==> src/sv/wtfe_pkg.sv <==
// Shared types, constants and header byte functions of the frame encoder.
// No dependencies; used by every module of the block.
`default_nettype none
package wtfe_pkg;

   localparam logic [7:0] HDR_FIRST  = 8'h81;
   localparam logic [7:0] MASK_FLAG  = 8'h80;
   localparam logic [31:0] LEN7_MAX  = 32'd125;
   localparam logic [31:0] LEN16_MAX = 32'h0000_FFFF;
   localparam logic [6:0] LEN16_CODE = 7'd126;
   localparam logic [6:0] LEN64_CODE = 7'd127;

   // Position of the first key byte within each header form.
   localparam logic [3:0] KEY_POS_SHORT = 4'd2;
   localparam logic [3:0] KEY_POS_MED   = 4'd4;
   localparam logic [3:0] KEY_POS_LONG  = 4'd10;

   localparam int FIFO_DEPTH = 4;
   localparam int FIFO_AW    = $clog2(FIFO_DEPTH);
   localparam int FIFO_CW    = $clog2(FIFO_DEPTH + 1);

   localparam logic REQ_START   = 1'b0;
   localparam logic REQ_PAYLOAD = 1'b1;

   typedef enum logic [2:0] {
      CMD_HDR_SHORT,
      CMD_HDR_MED,
      CMD_HDR_LONG,
      CMD_DATA,
      CMD_ERR
   } cmd_kind_type;

   typedef struct packed {
      cmd_kind_type kind;
      logic [31:0]  len;
      logic [31:0]  key;
      logic [7:0]   data;
      logic         frame_end;
   } cmd_type;

   function automatic logic [7:0] key_byte(logic [31:0] key, logic [1:0] phase);
      logic [7:0] b;
      case (phase)
         2'd0:    b = key[31:24];
         2'd1:    b = key[23:16];
         2'd2:    b = key[15:8];
         default: b = key[7:0];
      endcase
      return b;
   endfunction

   function automatic logic [3:0] key_pos(cmd_kind_type kind);
      logic [3:0] p;
      unique case (kind)
         CMD_HDR_MED:  p = KEY_POS_MED;
         CMD_HDR_LONG: p = KEY_POS_LONG;
         default:      p = KEY_POS_SHORT;
      endcase
      return p;
   endfunction

   function automatic logic [7:0] hdr_byte(cmd_kind_type kind, logic [31:0] len,
                                           logic [31:0] key, logic [3:0] idx);
      logic [3:0] kbase;
      logic [3:0] kofs;
      logic [7:0] b;
      kbase = key_pos(kind);
      kofs  = idx - kbase;
      b     = key_byte(key, kofs[1:0]);
      if (idx == 4'd0) begin
         b = HDR_FIRST;
      end else if (idx == 4'd1) begin
         unique case (kind)
            CMD_HDR_MED:  b = MASK_FLAG | {1'b0, LEN16_CODE};
            CMD_HDR_LONG: b = MASK_FLAG | {1'b0, LEN64_CODE};
            default:      b = MASK_FLAG | {1'b0, len[6:0]};
         endcase
      end else if (idx < kbase) begin
         case (idx)
            4'd2:    b = (kind == CMD_HDR_MED) ? len[15:8] : 8'h00;
            4'd3:    b = (kind == CMD_HDR_MED) ? len[7:0]  : 8'h00;
            4'd6:    b = len[31:24];
            4'd7:    b = len[23:16];
            4'd8:    b = len[15:8];
            4'd9:    b = len[7:0];
            default: b = 8'h00;
         endcase
      end
      return b;
   endfunction

endpackage
`default_nettype wire

==> src/sv/wtfe_front.sv <==
// Front end: accepts items, keeps key, phase and length state, masks payload.
// Depends on wtfe_pkg; feeds commands to wtfe_cmd_fifo.
`default_nettype none
module wtfe_front import wtfe_pkg::*; (
   input  wire logic        clock,
   input  wire logic        reset,
   input  wire logic        push,
   output logic             full,
   input  wire logic        req_type,
   input  wire logic [31:0] req_payload_len,
   input  wire logic [31:0] req_mask_key,
   input  wire logic [7:0]  req_data_byte,
   input  wire logic        fifo_full,
   output logic             cmd_push,
   output cmd_type          cmd
);

   logic [31:0] key_ff, key_in;
   logic [1:0]  phase_ff, phase_in;
   logic [31:0] left_ff, left_in;
   logic        accept;

   assign full     = fifo_full;
   assign accept   = push && !fifo_full;
   assign cmd_push = accept;

   always_comb begin
      key_in   = key_ff;
      phase_in = phase_ff;
      left_in  = left_ff;
      cmd      = '{kind: CMD_ERR, len: req_payload_len, key: req_mask_key,
                   data: 8'h00, frame_end: 1'b0};
      if (req_type == REQ_START) begin
         key_in   = req_mask_key;
         phase_in = 2'd0;
         left_in  = req_payload_len;
         if (req_payload_len <= LEN7_MAX) begin
            cmd.kind = CMD_HDR_SHORT;
         end else if (req_payload_len <= LEN16_MAX) begin
            cmd.kind = CMD_HDR_MED;
         end else begin
            cmd.kind = CMD_HDR_LONG;
         end
      end else if (left_ff != 32'd0) begin
         // consume one byte of the frame
         cmd.kind      = CMD_DATA;
         cmd.data      = req_data_byte ^ key_byte(key_ff, phase_ff);
         cmd.frame_end = (left_ff == 32'd1);
         left_in       = left_ff - 32'd1;
         phase_in      = phase_ff + 2'd1;
      end
   end

   always_ff @(posedge clock) begin
      if (reset) begin
         key_ff   <= '0;
         phase_ff <= '0;
         left_ff  <= '0;
      end else if (accept) begin
         key_ff   <= key_in;
         phase_ff <= phase_in;
         left_ff  <= left_in;
      end
   end

endmodule
`default_nettype wire

==> src/sv/wtfe_cmd_fifo.sv <==
// Short command queue between the front end and the byte sequencer.
// Depends on wtfe_pkg for the command type and depth.
`default_nettype none
module wtfe_cmd_fifo import wtfe_pkg::*; (
   input  wire logic clock,
   input  wire logic reset,
   input  wire logic wr_en,
   input  cmd_type   wr_cmd,
   output logic      full,
   output logic      head_valid,
   output cmd_type   head_cmd,
   input  wire logic rd_en
);

   cmd_type              mem [FIFO_DEPTH];
   logic [FIFO_AW-1:0]   wr_ptr_ff, rd_ptr_ff;
   logic [FIFO_CW-1:0]   count_ff, count_in;
   logic                 do_wr, do_rd;

   assign full       = (count_ff == FIFO_CW'(FIFO_DEPTH));
   assign head_valid = (count_ff != '0);
   assign head_cmd   = mem[rd_ptr_ff];
   assign do_wr      = wr_en && !full;
   assign do_rd      = rd_en && head_valid;

   always_comb begin
      count_in = count_ff;
      if (do_wr && !do_rd) count_in = count_ff + 1'b1;
      if (do_rd && !do_wr) count_in = count_ff - 1'b1;
   end

   always_ff @(posedge clock) begin
      if (do_wr) mem[wr_ptr_ff] <= wr_cmd;
   end

   always_ff @(posedge clock) begin
      if (reset) begin
         wr_ptr_ff <= '0;
         rd_ptr_ff <= '0;
         count_ff  <= '0;
      end else begin
         if (do_wr) wr_ptr_ff <= wr_ptr_ff + 1'b1;
         if (do_rd) rd_ptr_ff <= rd_ptr_ff + 1'b1;
         count_ff <= count_in;
      end
   end

endmodule
`default_nettype wire

==> src/sv/wtfe_back.sv <==
// Back end: emits header bytes, or a data or error word, into the output register.
// Depends on wtfe_pkg; reads the head of wtfe_cmd_fifo.
`default_nettype none
module wtfe_back import wtfe_pkg::*; (
   input  wire logic  clock,
   input  wire logic  reset,
   input  wire logic  head_valid,
   input  cmd_type    head_cmd,
   output logic       head_pop,
   output logic       empty,
   input  wire logic  pop,
   output logic [7:0] rsp_out_byte,
   output logic       rsp_last,
   output logic       rsp_frame_end,
   output logic       rsp_error
);

   logic       out_valid_ff;
   logic [7:0] byte_ff, byte_in;
   logic       last_ff, last_in;
   logic       fend_ff, fend_in;
   logic       err_ff, err_in;
   logic [3:0] idx_ff, idx_in;
   logic       advance;

   assign advance = head_valid && (!out_valid_ff || pop);

   always_comb begin
      byte_in  = head_cmd.data;
      last_in  = 1'b1;
      fend_in  = 1'b0;
      err_in   = 1'b0;
      idx_in   = idx_ff;
      head_pop = 1'b0;
      unique case (head_cmd.kind) inside
         CMD_HDR_SHORT, CMD_HDR_MED, CMD_HDR_LONG: begin
            byte_in = hdr_byte(head_cmd.kind, head_cmd.len, head_cmd.key, idx_ff);
            last_in = (idx_ff == key_pos(head_cmd.kind) + 4'd3);
            if (advance) begin
               head_pop = last_in;
               idx_in   = last_in ? 4'd0 : idx_ff + 4'd1;
            end
         end
         CMD_DATA: begin
            fend_in  = head_cmd.frame_end;
            head_pop = advance;
         end
         default: begin
            byte_in  = 8'h00;
            err_in   = 1'b1;
            head_pop = advance;
         end
      endcase
   end

   always_ff @(posedge clock) begin
      if (reset) begin
         out_valid_ff <= 1'b0;
         idx_ff       <= '0;
      end else begin
         idx_ff <= idx_in;
         if (advance)  out_valid_ff <= 1'b1;
         else if (pop) out_valid_ff <= 1'b0;
      end
   end

   always_ff @(posedge clock) begin
      if (advance) begin
         byte_ff <= byte_in;
         last_ff <= last_in;
         fend_ff <= fend_in;
         err_ff  <= err_in;
      end
   end

   assign empty         = !out_valid_ff;
   assign rsp_out_byte  = byte_ff;
   assign rsp_last      = last_ff;
   assign rsp_frame_end = fend_ff;
   assign rsp_error     = err_ff;

endmodule
`default_nettype wire

==> src/sv/websocket_text_frame_encoder.sv <==
// Top level of the WebSocket client text frame encoder (masked frames).
// Depends on wtfe_pkg, wtfe_front, wtfe_cmd_fifo and wtfe_back.
//
//   channel   handshake            payload
//   -------   ------------------   -------------------------------------------
//   request   push / full          req_type, req_payload_len, req_mask_key,
//                                  req_data_byte
//   response  empty / pop          rsp_out_byte, rsp_last, rsp_frame_end,
//                                  rsp_error
//
// A payload or error word yields one word; a start word yields 6, 8 or 14 header
// words, one per cycle while pop is held, keeping the sequencer busy until done.
// The output rate is set by the back-end sequencer: one word a cycle at most.
// The four-entry command queue lets new requests enter while headers drain.
// Synchronous reset clears key, phase, length count, queue and output valid flag.
// full rises only when the queue is full; a stalled pop holds the output word.
`default_nettype none
module websocket_text_frame_encoder import wtfe_pkg::*; (
   input  wire logic        clock,
   input  wire logic        reset,
   input  wire logic        push,
   output logic             full,
   input  wire logic        req_type,
   input  wire logic [31:0] req_payload_len,
   input  wire logic [31:0] req_mask_key,
   input  wire logic [7:0]  req_data_byte,
   output logic             empty,
   input  wire logic        pop,
   output logic [7:0]       rsp_out_byte,
   output logic             rsp_last,
   output logic             rsp_frame_end,
   output logic             rsp_error
);

   // front end to queue
   logic    cmd_push;
   cmd_type cmd;
   logic    fifo_full;

   // queue to back end
   logic    head_valid;
   cmd_type head_cmd;
   logic    head_pop;

   // classify and mask; state advances on each accepted word except a stray byte
   wtfe_front u_front (
      .clock           (clock),
      .reset           (reset),
      .push            (push),
      .full            (full),
      .req_type        (req_type),
      .req_payload_len (req_payload_len),
      .req_mask_key    (req_mask_key),
      .req_data_byte   (req_data_byte),
      .fifo_full       (fifo_full),
      .cmd_push        (cmd_push),
      .cmd             (cmd)
   );

   // hold commands so front and back stall independently
   wtfe_cmd_fifo u_fifo (
      .clock      (clock),
      .reset      (reset),
      .wr_en      (cmd_push),
      .wr_cmd     (cmd),
      .full       (fifo_full),
      .head_valid (head_valid),
      .head_cmd   (head_cmd),
      .rd_en      (head_pop)
   );

   // expand headers, register one word for the consumer
   wtfe_back u_back (
      .clock         (clock),
      .reset         (reset),
      .head_valid    (head_valid),
      .head_cmd      (head_cmd),
      .head_pop      (head_pop),
      .empty         (empty),
      .pop           (pop),
      .rsp_out_byte  (rsp_out_byte),
      .rsp_last      (rsp_last),
      .rsp_frame_end (rsp_frame_end),
      .rsp_error     (rsp_error)
   );

endmodule
`default_nettype wire

==> config.mk <==
export PLATFORM = sky130hd
export DESIGN_NAME = websocket_text_frame_encoder
export DESIGN_NICKNAME = d
export VERILOG_FILES = /design/src/sv/wtfe_pkg.sv /design/src/sv/wtfe_front.sv /design/src/sv/wtfe_cmd_fifo.sv /design/src/sv/wtfe_back.sv /design/src/sv/websocket_text_frame_encoder.sv
export SDC_FILE = /design/constraint.sdc
export NUM_CORES = 1
export LEC_CHECK = 0
export BUFFER_PORTS_ARGS = -buffer_cell sky130_fd_sc_hd__clkbuf_2
export CAP_MARGIN = 40
export CORE_MARGIN = 3
export CORE_UTILIZATION = 61
export DETAILED_ROUTE_END_ITERATION = 16
export PLACE_DENSITY = 0.83
export SLEW_MARGIN = 0
export SYNTH_ARGS = -nofsm -noshare
export SYNTH_HDL_FRONTEND = slang
export SYNTH_SLANG_ARGS = --single-unit
==> constraint.sdc <==
create_clock -name clock -period 4 [get_ports clock]
set_input_delay 0.2 -clock clock [delete_from_list [all_inputs] [get_ports clock]]
set_output_delay 0.2 -clock clock [all_outputs]
set_load 0.1 [all_outputs]
==> impl_metrics.toml, run 1 <==
[status]
status = "complete, no violations"

[floorplan]
die_h_um = 172.2
top_level_ports = 90
die_x_um = 172.2
core-area_sq_mm = 0.02703
rows = 60
die_area_sq_mm = 0.02964
initial_core_util_pct = 62.33

[routing]
initialDrtViolationCount = 1779
wl_per_cell_um = 25.56
wl_mm = 43.80
drtAntennaViolNets = 0
drt_pass1_iterations = 6
vias = 11590
drc = 0
viasPerCell = 6.764

[finish]
ff_latch_area_sq_mm = 0.01107
multi_input_area_sq_mm = 0.005420
final_layout_size_suffix_gt1_share_pct = 19.74
final_cell_mix = "315 x edfxtp_1, 130 x nand2_1, 88 x clkbuf_2"
design_area_sq_mm = 0.01966
nFillCells = 1601
syn_to_final_growth_pct = 16.73
final_nets = 1438
diodes = 0
final_common_cell = "edfxtp_1"

[sta]
min_period_ps = 3503
setup_tns_ps = 0
hold_viol = 0
finalSetupViolCount = 0
relSlewSlack_pct = 45.12
timing.fmax_mhz = 285.5
period_share_pct = 87.57
finalClockSkew_ps = 24.57
drv_slew = 0
grt_setup_unrepaired = "no"
tightest_slew_ps = 823.3

[yosys]
synthFlopType = "edfxtp_1"
synth_top_cell_by_area = "edfxtp_1"
netlist-cell-type-count = 65
ys_warn_count = 0
postSynthCellCount = 1200
synthTopCellsByArea = "edfxtp_1 56%, dfxtp_1 9.5%, mux4_2 7.6%"
synth_seq_cells = 395
syn_avg_cell_area_sq_um = 14.04
synth_top_area_share_pct = 56.15
synth_edf_count = 315
synthArstFlopShare_pct = 0
syn_nets = 1296
yosysSeqAreaShare_pct = 65.66
synth.cell_area_sq_mm = 0.01684

[clocking]
cts_tree = "yes"
insertion_delay_ps = 540
cts.path.max_buffers = 3
clk_pin_slew_ps = 70
numCtsBuffers = 39
cts_sinks = 395
cts_max_level = 2
post_cts_buffers = 0
root_buffer = "clkbuf_16"

[worst_setup_path]
cp_max_fo = 10
critical_path_class = "flip-flop to flip-flop"
start_kind = "flip-flop"
cp-end-kind = "flip-flop"
arrival_ps = 3950
worstPathRequired_ps = 4440

[place]
gp_congestion = 0.9816
numPortBuffers = 89
hpwl_mm = 26.80
placed_cell_area_sq_mm = 0.01769

[grt]
grt_pass1_wl_mm = 66.85
grt_util_all_layers_pct = 29.91
grt_max_degree = 57
grt_pass1_vias = 11300
gr-total-overflow = 0
antenna_found_initial = 0

[flow_run]
cap_violations = 0

[hold_path]
hold_class = "input port to flip-flop"

[power]
power.density_mw_per_mm2 = 618.6
p_leak_uw = 0.006520
ir_drop_v = 0.0002924
## repair_timing
item | 4_1_cts | 5_1_grt
hold buffers | 61 | 0
gates resized for setup | 0 | 0
endpoints found under the hold margin | 266 | 0
## sequential cells by signal, summed over array words and instances (netlist names), named ones only
signal                cells
u_fifo.wr_ptr_ff          2
u_fifo.count_ff           3
u_back.rsp_last           1
u_fifo.mem              304
u_front.left_ff          32
u_back.out_valid_ff       1
u_back.rsp_error          1
u_fifo.rd_ptr_ff          2
u_front.key_ff           32
u_back.idx_ff             4
u_back.rsp_out_byte       8
u_front.phase_ff          2
u_back.rsp_frame_end      1
## report_power, final
group	total, uW	leakage (uW)	internal [uW]	switching [uW]
sequential	5220	0.00355	5010	214
combinational	3100	0.00230	1030	2070
clock	3840	0.000666	2300	1550
## cell type report
class                   count  area share, %
flip-flops and latches    395          56.29
multi-input cells         713          27.57
repair buffers            175          6.707
clock buffers              52          5.676
well taps                 341          2.170
clock inverters            20          1.247
inverters                  18         0.3436
## path summary, 6_finish.rpt
path | from | endpoint | slack, ps | cells past startpoint
worst max-delay path | flip-flop | u_fifo.count_ff[2] | 500 | 12
worst max register to register | flip-flop | u_fifo.count_ff[2] | 500 | 12
worst min register to register | u_front.key_ff[5] | u_front.key_ff[5] | 460 | 2
worst min-delay path | pop | u_back.out_valid_ff | 6 | 3
## critical path: stages, from the launching register on
cell and delay [ps]:
dfxtp_4 380, mux4_2 620, or3b_1 420, ha_1 300, nor2_1 140, a21oi_1 130
nor2_1 180, ha_1 210, inv_1 60, fa_1 370, xor2_1 160, or3_1 300
a21oi_1 150
## kinds of logic (layout without fill, tap and decap cells)
| family | after synthesis | count (layout) | share of synthesized area (%) |
|---|---|---|---|
| adder cells (fa/ha/maj) | 19 | 19 | 1.456 |
| AO/OA/AOI/OAI | 238 | 238 | 8.906 |
| AND/OR/NAND/NOR | 316 | 316 | 9.040 |
| multiplexers | 121 | 121 | 11.66 |
| buffers and inverters | 92 | 265 | 2.288 |
| XOR/XNOR | 19 | 19 | 0.9879 |
| flip-flops | 395 | 395 | 65.66 |
## per-stage QoR
stage,util [%],setup WS [ps],power (uW),std cells,hold WS (ps)
2_1_floorplan,-,332.8,7431,1200,298.9
3_3_place_gp,65.01,569.5,8147,1575,436.0
3_5_place_dp,65.46,499.9,8278,1581,443.7
4_1_cts,72.75,492.5,12130,1714,2.315
5_1_grt,72.75,265.4,12580,1714,27.01
6_report,72.75,497.0,12160,1714,5.546
## synth_stat cells (all sizes together), types with 7 or more instances
cell	n
nor3	20
a21oi	86
o21ai	55
a22oi	8
dfxtp	80
nor2b	9
edfxtp	315
nand3	7
a222oi	15
and2	8
o32ai	10
nand2b	14
inv	18
buf	24
ha	18
nor4	17
mux4	58
mux2i	44
o22ai	14
mux2	19
nor2	62
nand4	8
o2bb2ai	13
clkbuf	50
nand2	130
xnor2	14
## metal layers
layer  vias up  track usage [%]  routed length [um]
met5         -                0                   0
li1       4938                -                   -
met1      5750            41.61               16510
met3       132            4.458                4101
met2       774            49.69               21570
met4         0            9.233                1621
(Power assumes the default switching activity.)
==> inputs of run 2 (changes only) <==
--- a/config.mk
+++ b/config.mk
@@ -10,7 +10,8 @@
 export CORE_MARGIN = 3
 export CORE_UTILIZATION = 61
 export DETAILED_ROUTE_END_ITERATION = 16
-export PLACE_DENSITY = 0.83
+export GPL_ROUTABILITY_DRIVEN = 1
+export PLACE_DENSITY = 0.8
 export SLEW_MARGIN = 0
 export SYNTH_ARGS = -nofsm -noshare
 export SYNTH_HDL_FRONTEND = slang
==> run 2 against run 1 <==
Effect of this change:
- worst setup slack got worse by 180 ps
- first-iteration DRC count decreased by 26%
- non-clock buffer count rose by 6
- clock power fell by 2%
- cell count up 0.47%
- design area fell by 0.32%
- maximum frequency shrank 4.9%
- sequential cell count stayed put
- worst hold slack better by 32 ps
- global-route usage is 0.48 points lower
- sequential power about the same
- critical path type unchanged
- largest power group unchanged
- highest routed layer unchanged
==> impl_metrics.toml, run 2 (same netlist as run 1, synthesis figures left out) <==
[status]
status = "complete, no violations"

[sta]
drv_slew = 0
setup_tns_ps = 0
hold_viol = 0
tightest_slew_ps = 865.3
min_period_ps = 3683
timing.fmax_mhz = 271.5
finalClockSkew_ps = 14.58
relSlewSlack_pct = 41.87
holdWs_ps = 37.23
finalSetupViolCount = 0
period_share_pct = 92.09
grt_setup_unrepaired = "no"

[clocking]
post_cts_buffers = 0
numCtsBuffers = 40
insertion_delay_ps = 540
cts.path.max_buffers = 3
cts_tree = "yes"
cts_max_level = 2
root_buffer = "clkbuf_16"
clk_pin_slew_ps = 60
cts_sinks = 395

[flow_run]
cap_violations = 0

[worst_setup_path]
cp_max_fo = 13
critical_path_class = "flip-flop to flip-flop"
cp-end-kind = "flip-flop"
worstPathRequired_ps = 4460
start_kind = "flip-flop"
arrival_ps = 4140

[floorplan]
core-area_sq_mm = 0.02703
top_level_ports = 90
die_h_um = 172.2
die_x_um = 172.2
initial_core_util_pct = 62.33
rows = 60
die_area_sq_mm = 0.02964

[place]
hpwl_mm = 27.11
numPortBuffers = 89
gp_congestion = 0.9367

[finish]
syn_to_final_growth_pct = 16.35
post-route-util_pct = 72.52
final_layout_size_suffix_gt1_share_pct = 19.77
multi_input_area_sq_mm = 0.005420
nFillCells = 1688
final_nets = 1445
final_cell_mix = "315 x edfxtp_1, 130 x nand2_1, 89 x clkbuf_2"
ff_latch_area_sq_mm = 0.01107
top_regs = "u_fifo.mem: 304 flops, u_front.key_ff: 32 flops, u_front.left_ff: 32 flops"
regMostFlops = "u_fifo.mem"
largest_reg_flops = 304
final_common_cell = "edfxtp_1"
diodes = 0

[routing]
wl_mm = 42.79
wl_per_cell_um = 24.85
drt_pass1_iterations = 8
initialDrtViolationCount = 1311
drc = 0
viasPerCell = 6.595
vias = 11360
drtAntennaViolNets = 0

[power]
power.density_mw_per_mm2 = 615.7
ir_drop_v = 0.0004249
p_leak_uw = 0.006515

[grt]
gr-total-overflow = 0
antenna_found_initial = 0
grt_max_degree = 58
grt_pass1_wl_mm = 65.70
grt_pass1_vias = 10950
grt_util_all_layers_pct = 29.43

[hold_path]
hold_class = "input port to flip-flop"
-- run 2: cell count changes in the layout (fill, tap and decap cells not counted), moves of 2 or more --
cell / delta
clkinv_1: +5
buf_12: -2
clkbuf_8: -7
clkinv_2: +3
buf_4: +10
clkinvlp_4: -2
buf_16: -2
buf_2: -2
clkinv_4: +2
-- run 2: repair_timing --
item                                   in CTS  in global routing
hold buffers                               61                  0
gates resized for setup                     0                  0
endpoints found under the hold margin     273                  0
-- run 2: final timing paths --
kind	to	cells after the start	startpoint	slack, ps
worst min register to register	u_front.key_ff[7]	2	u_front.key_ff[7]	460
worst min-delay path	u_fifo.mem[1][54]	1	req_payload_len[13]	40
worst max-delay path	u_fifo.count_ff[2]	12	flip-flop	320
worst max register to register	u_fifo.count_ff[2]	12	flip-flop	320
-- run 2: stage by stage --
| stage | total power [uW] | std cells | setup slack (ps) | cell area [sq um] |
|---|---|---|---|---|
| floorplan | 7431 | 1200 | 332.8 | 16850 |
| global placement | 8220 | 1585 | 525.4 | 17650 |
| detailed placement | 8293 | 1587 | 439.6 | 17670 |
| CTS | 12080 | 1722 | 346.3 | 19600 |
| global route | 12510 | 1722 | 145.9 | 19600 |
| finish | 12070 | 1722 | 316.6 | 19600 |
-- run 2: power breakdown --
part	internal (uW)	leakage, uW	switching (uW)
registers	5010	0.00355	207
logic	1020	0.00231	2070
clock network	2210	0.000653	1550
total	8240	0.00651	3830
-- run 2: worst max-delay path, stage by stage (launching register included) --
cell,delay (ps)
dfxtp_4,410
mux4_2,660
or3b_1,410
ha_1,300
nor2_1,150
a21oi_1,130
nor2_1,240
ha_1,240
inv_1,60
fa_1,380
xor2_1,160
or3_1,310
a21oi_1,140
-- run 2: area by class of cell --
| type | instances | share of cell area, % |
|---|---|---|
| sequential | 395 | 56.47 |
| multi-input combinational | 713 | 27.66 |
| timing repair buffer | 181 | 6.620 |
| clock buffer | 46 | 5.331 |
| tap | 341 | 2.177 |
| clock inverter | 28 | 1.398 |
| inverter | 18 | 0.3447 |
-- run 2: routing by layer --
metal | up-vias | GRT usage [%] | part of all wire [%]
met5 | - | 0 | 0
met4 | 0 | 8.573 | 2.6
met3 | 87 | 5.441 | 9.7
met2 | 669 | 46.85 | 49
met1 | 5627 | 42.36 | 39
li1 | 4973 | - | -
==> inputs of run 3 (changes only) <==
--- a/config.mk
+++ b/config.mk
@@ -12,6 +12,7 @@
 export DETAILED_ROUTE_END_ITERATION = 16
 export GPL_ROUTABILITY_DRIVEN = 1
 export PLACE_DENSITY = 0.8
+export REMOVE_ABC_BUFFERS = 1
 export SLEW_MARGIN = 0
 export SYNTH_ARGS = -nofsm -noshare
 export SYNTH_HDL_FRONTEND = slang
==> run 3 against run 2 <==
Effect of this change:
- design area increased by 0.37%
- critical endpoint unchanged
- utilization increased by 0.27 points
- register-to-register slack improved by 100 ps
==> impl_metrics.toml, run 3 (same netlist as run 1, synthesis figures left out) <==
[power]
power.density_mw_per_mm2 = 618.7
ir_drop_v = 0.0002907
finalPower_uw = 12170
p_leak_uw = 0.006526

[finish]
final_common_cell = "edfxtp_1"
syn_to_final_growth_pct = 16.78
regMostFlops = "u_fifo.mem"
largest_reg_flops = 304
final_layout_size_suffix_gt1_share_pct = 19.71
final_nets = 1440
diodes = 0
design_area_sq_mm = 0.01967
top_regs = "u_fifo.mem: 304 flops, u_front.key_ff: 32 flops, u_front.left_ff: 32 flops"
final_cell_mix = "315 x edfxtp_1, 130 x nand2_1, 89 x clkbuf_2"
ff_latch_area_sq_mm = 0.01107
fin_cells = 1716
nFillCells = 1692
multi_input_area_sq_mm = 0.005415

[floorplan]
top_level_ports = 90
die_h_um = 172.2
initial_core_util_pct = 62.33
core-area_sq_mm = 0.02703
rows = 60
die_area_sq_mm = 0.02964
die_x_um = 172.2

[grt]
grt_util_all_layers_pct = 28.19
grt_pass1_vias = 11040
gr-total-overflow = 0
grt_pass1_wl_mm = 63.47
grt_max_degree = 56
antenna_found_initial = 0

[sta]
finalSetupViolCount = 0
min_period_ps = 3580
tightest_slew_ps = 1004
finalClockSkew_ps = 26.79
relSlewSlack_pct = 32.58
timing.fmax_mhz = 279.3
grt_setup_unrepaired = "no"
period_share_pct = 89.50
hold_viol = 0
drv_slew = 0
holdWs_ps = 15.56

[place]
dpl.cell_count = 1581
gp_congestion = 0.9537
hpwl_mm = 25.56
placed_cell_area_sq_mm = 0.01766
numPortBuffers = 89

[routing]
wl_mm = 41.41
drt_pass1_iterations = 6
drtAntennaViolNets = 0
vias = 11320
viasPerCell = 6.599
drc = 0
wl_per_cell_um = 24.13
initialDrtViolationCount = 1481

[status]
status = "complete, no violations"

[clocking]
numCtsBuffers = 41
root_buffer = "clkbuf_16"
cts.path.max_buffers = 3
insertion_delay_ps = 540
cts_tree = "yes"
cts_sinks = 395
clk_pin_slew_ps = 60
cts_max_level = 2

[worst_setup_path]
cp_max_fo = 19
start_kind = "flip-flop"
critical_path_class = "flip-flop to flip-flop"
cp-end-kind = "flip-flop"
arrival_ps = 4030
worstPathRequired_ps = 4450

[hold_path]
hold_class = "input port to flip-flop"

[flow_run]
cap_violations = 0
run 3: changes by cell type in the layout (fill, tap and decap cells not counted), moves of 5 or more:
| cell | before | now |
|---|---|---|
| buf_4 | 29 | 22 |
| clkbuf_8 | 0 | 8 |
| clkinv_1 | 7 | 1 |
| clkinv_2 | 11 | 6 |
run 3: metrics by stage:
step / TNS (ps) / setup slack [ps] / utilization, %
after floorplan: -411970 / -2116 / -
after global placement: 0 / 534.8 / 65.15
after detailed placement: 0 / 458.8 / 65.36
after CTS: 0 / 439.1 / 72.79
after global routing: 0 / 265.8 / 72.79
final: 0 / 420.0 / 72.79
run 3: worst paths after layout:
path,start,endpoint,slack [ps],depth (start not counted)
worst max-delay path,flip-flop,u_fifo.count_ff[2],420,13
worst min-delay path,req_payload_len[10],u_fifo.mem[3][51],20,1
worst max register to register,flip-flop,u_fifo.count_ff[2],420,13
worst min register to register,u_front.key_ff[30],u_front.key_ff[30],460,2
run 3: power breakdown:
group          leakage [uW]  internal, uW  switching (uW)
sequential          0.00355          5010             217
clock              0.000680          2340            1560
combinational       0.00230          1020            2020
run 3: timing repair:
item	in CTS	in global routing
hold buffers	61	0
setup buffers	0	0
gates resized for setup	0	0
endpoints found under the hold margin	271	0
run 3: cell type report:
type / instances / share of cell area, %
clock inverter: 17 / 1.069
tap: 341 / 2.169
multi-input combinational: 713 / 27.53
inverter: 18 / 0.3435
clock buffer: 57 / 6.036
timing repair buffer: 175 / 6.589
sequential: 395 / 56.26
run 3: worst max-delay path: stages (launching register included):
cell and delay (ps):
dfxtp_4 370, buf_4 280, mux4_2 660, or3b_1 240
ha_1 250, nor2_1 150, a21oi_1 120, nor2_1 170
ha_1 210, inv_1 60, fa_1 370, xor2_1 150
or3_1 300, a21oi_1 150
run 3: metal layers:
layer,up-vias,GRT usage [%],share of wire (%)
li1,4957,-,-
met1,5590,40.12,40
met2,675,45.26,48
met3,102,4.710,8.7
met4,0,9.163,3.0
met5,-,0,0
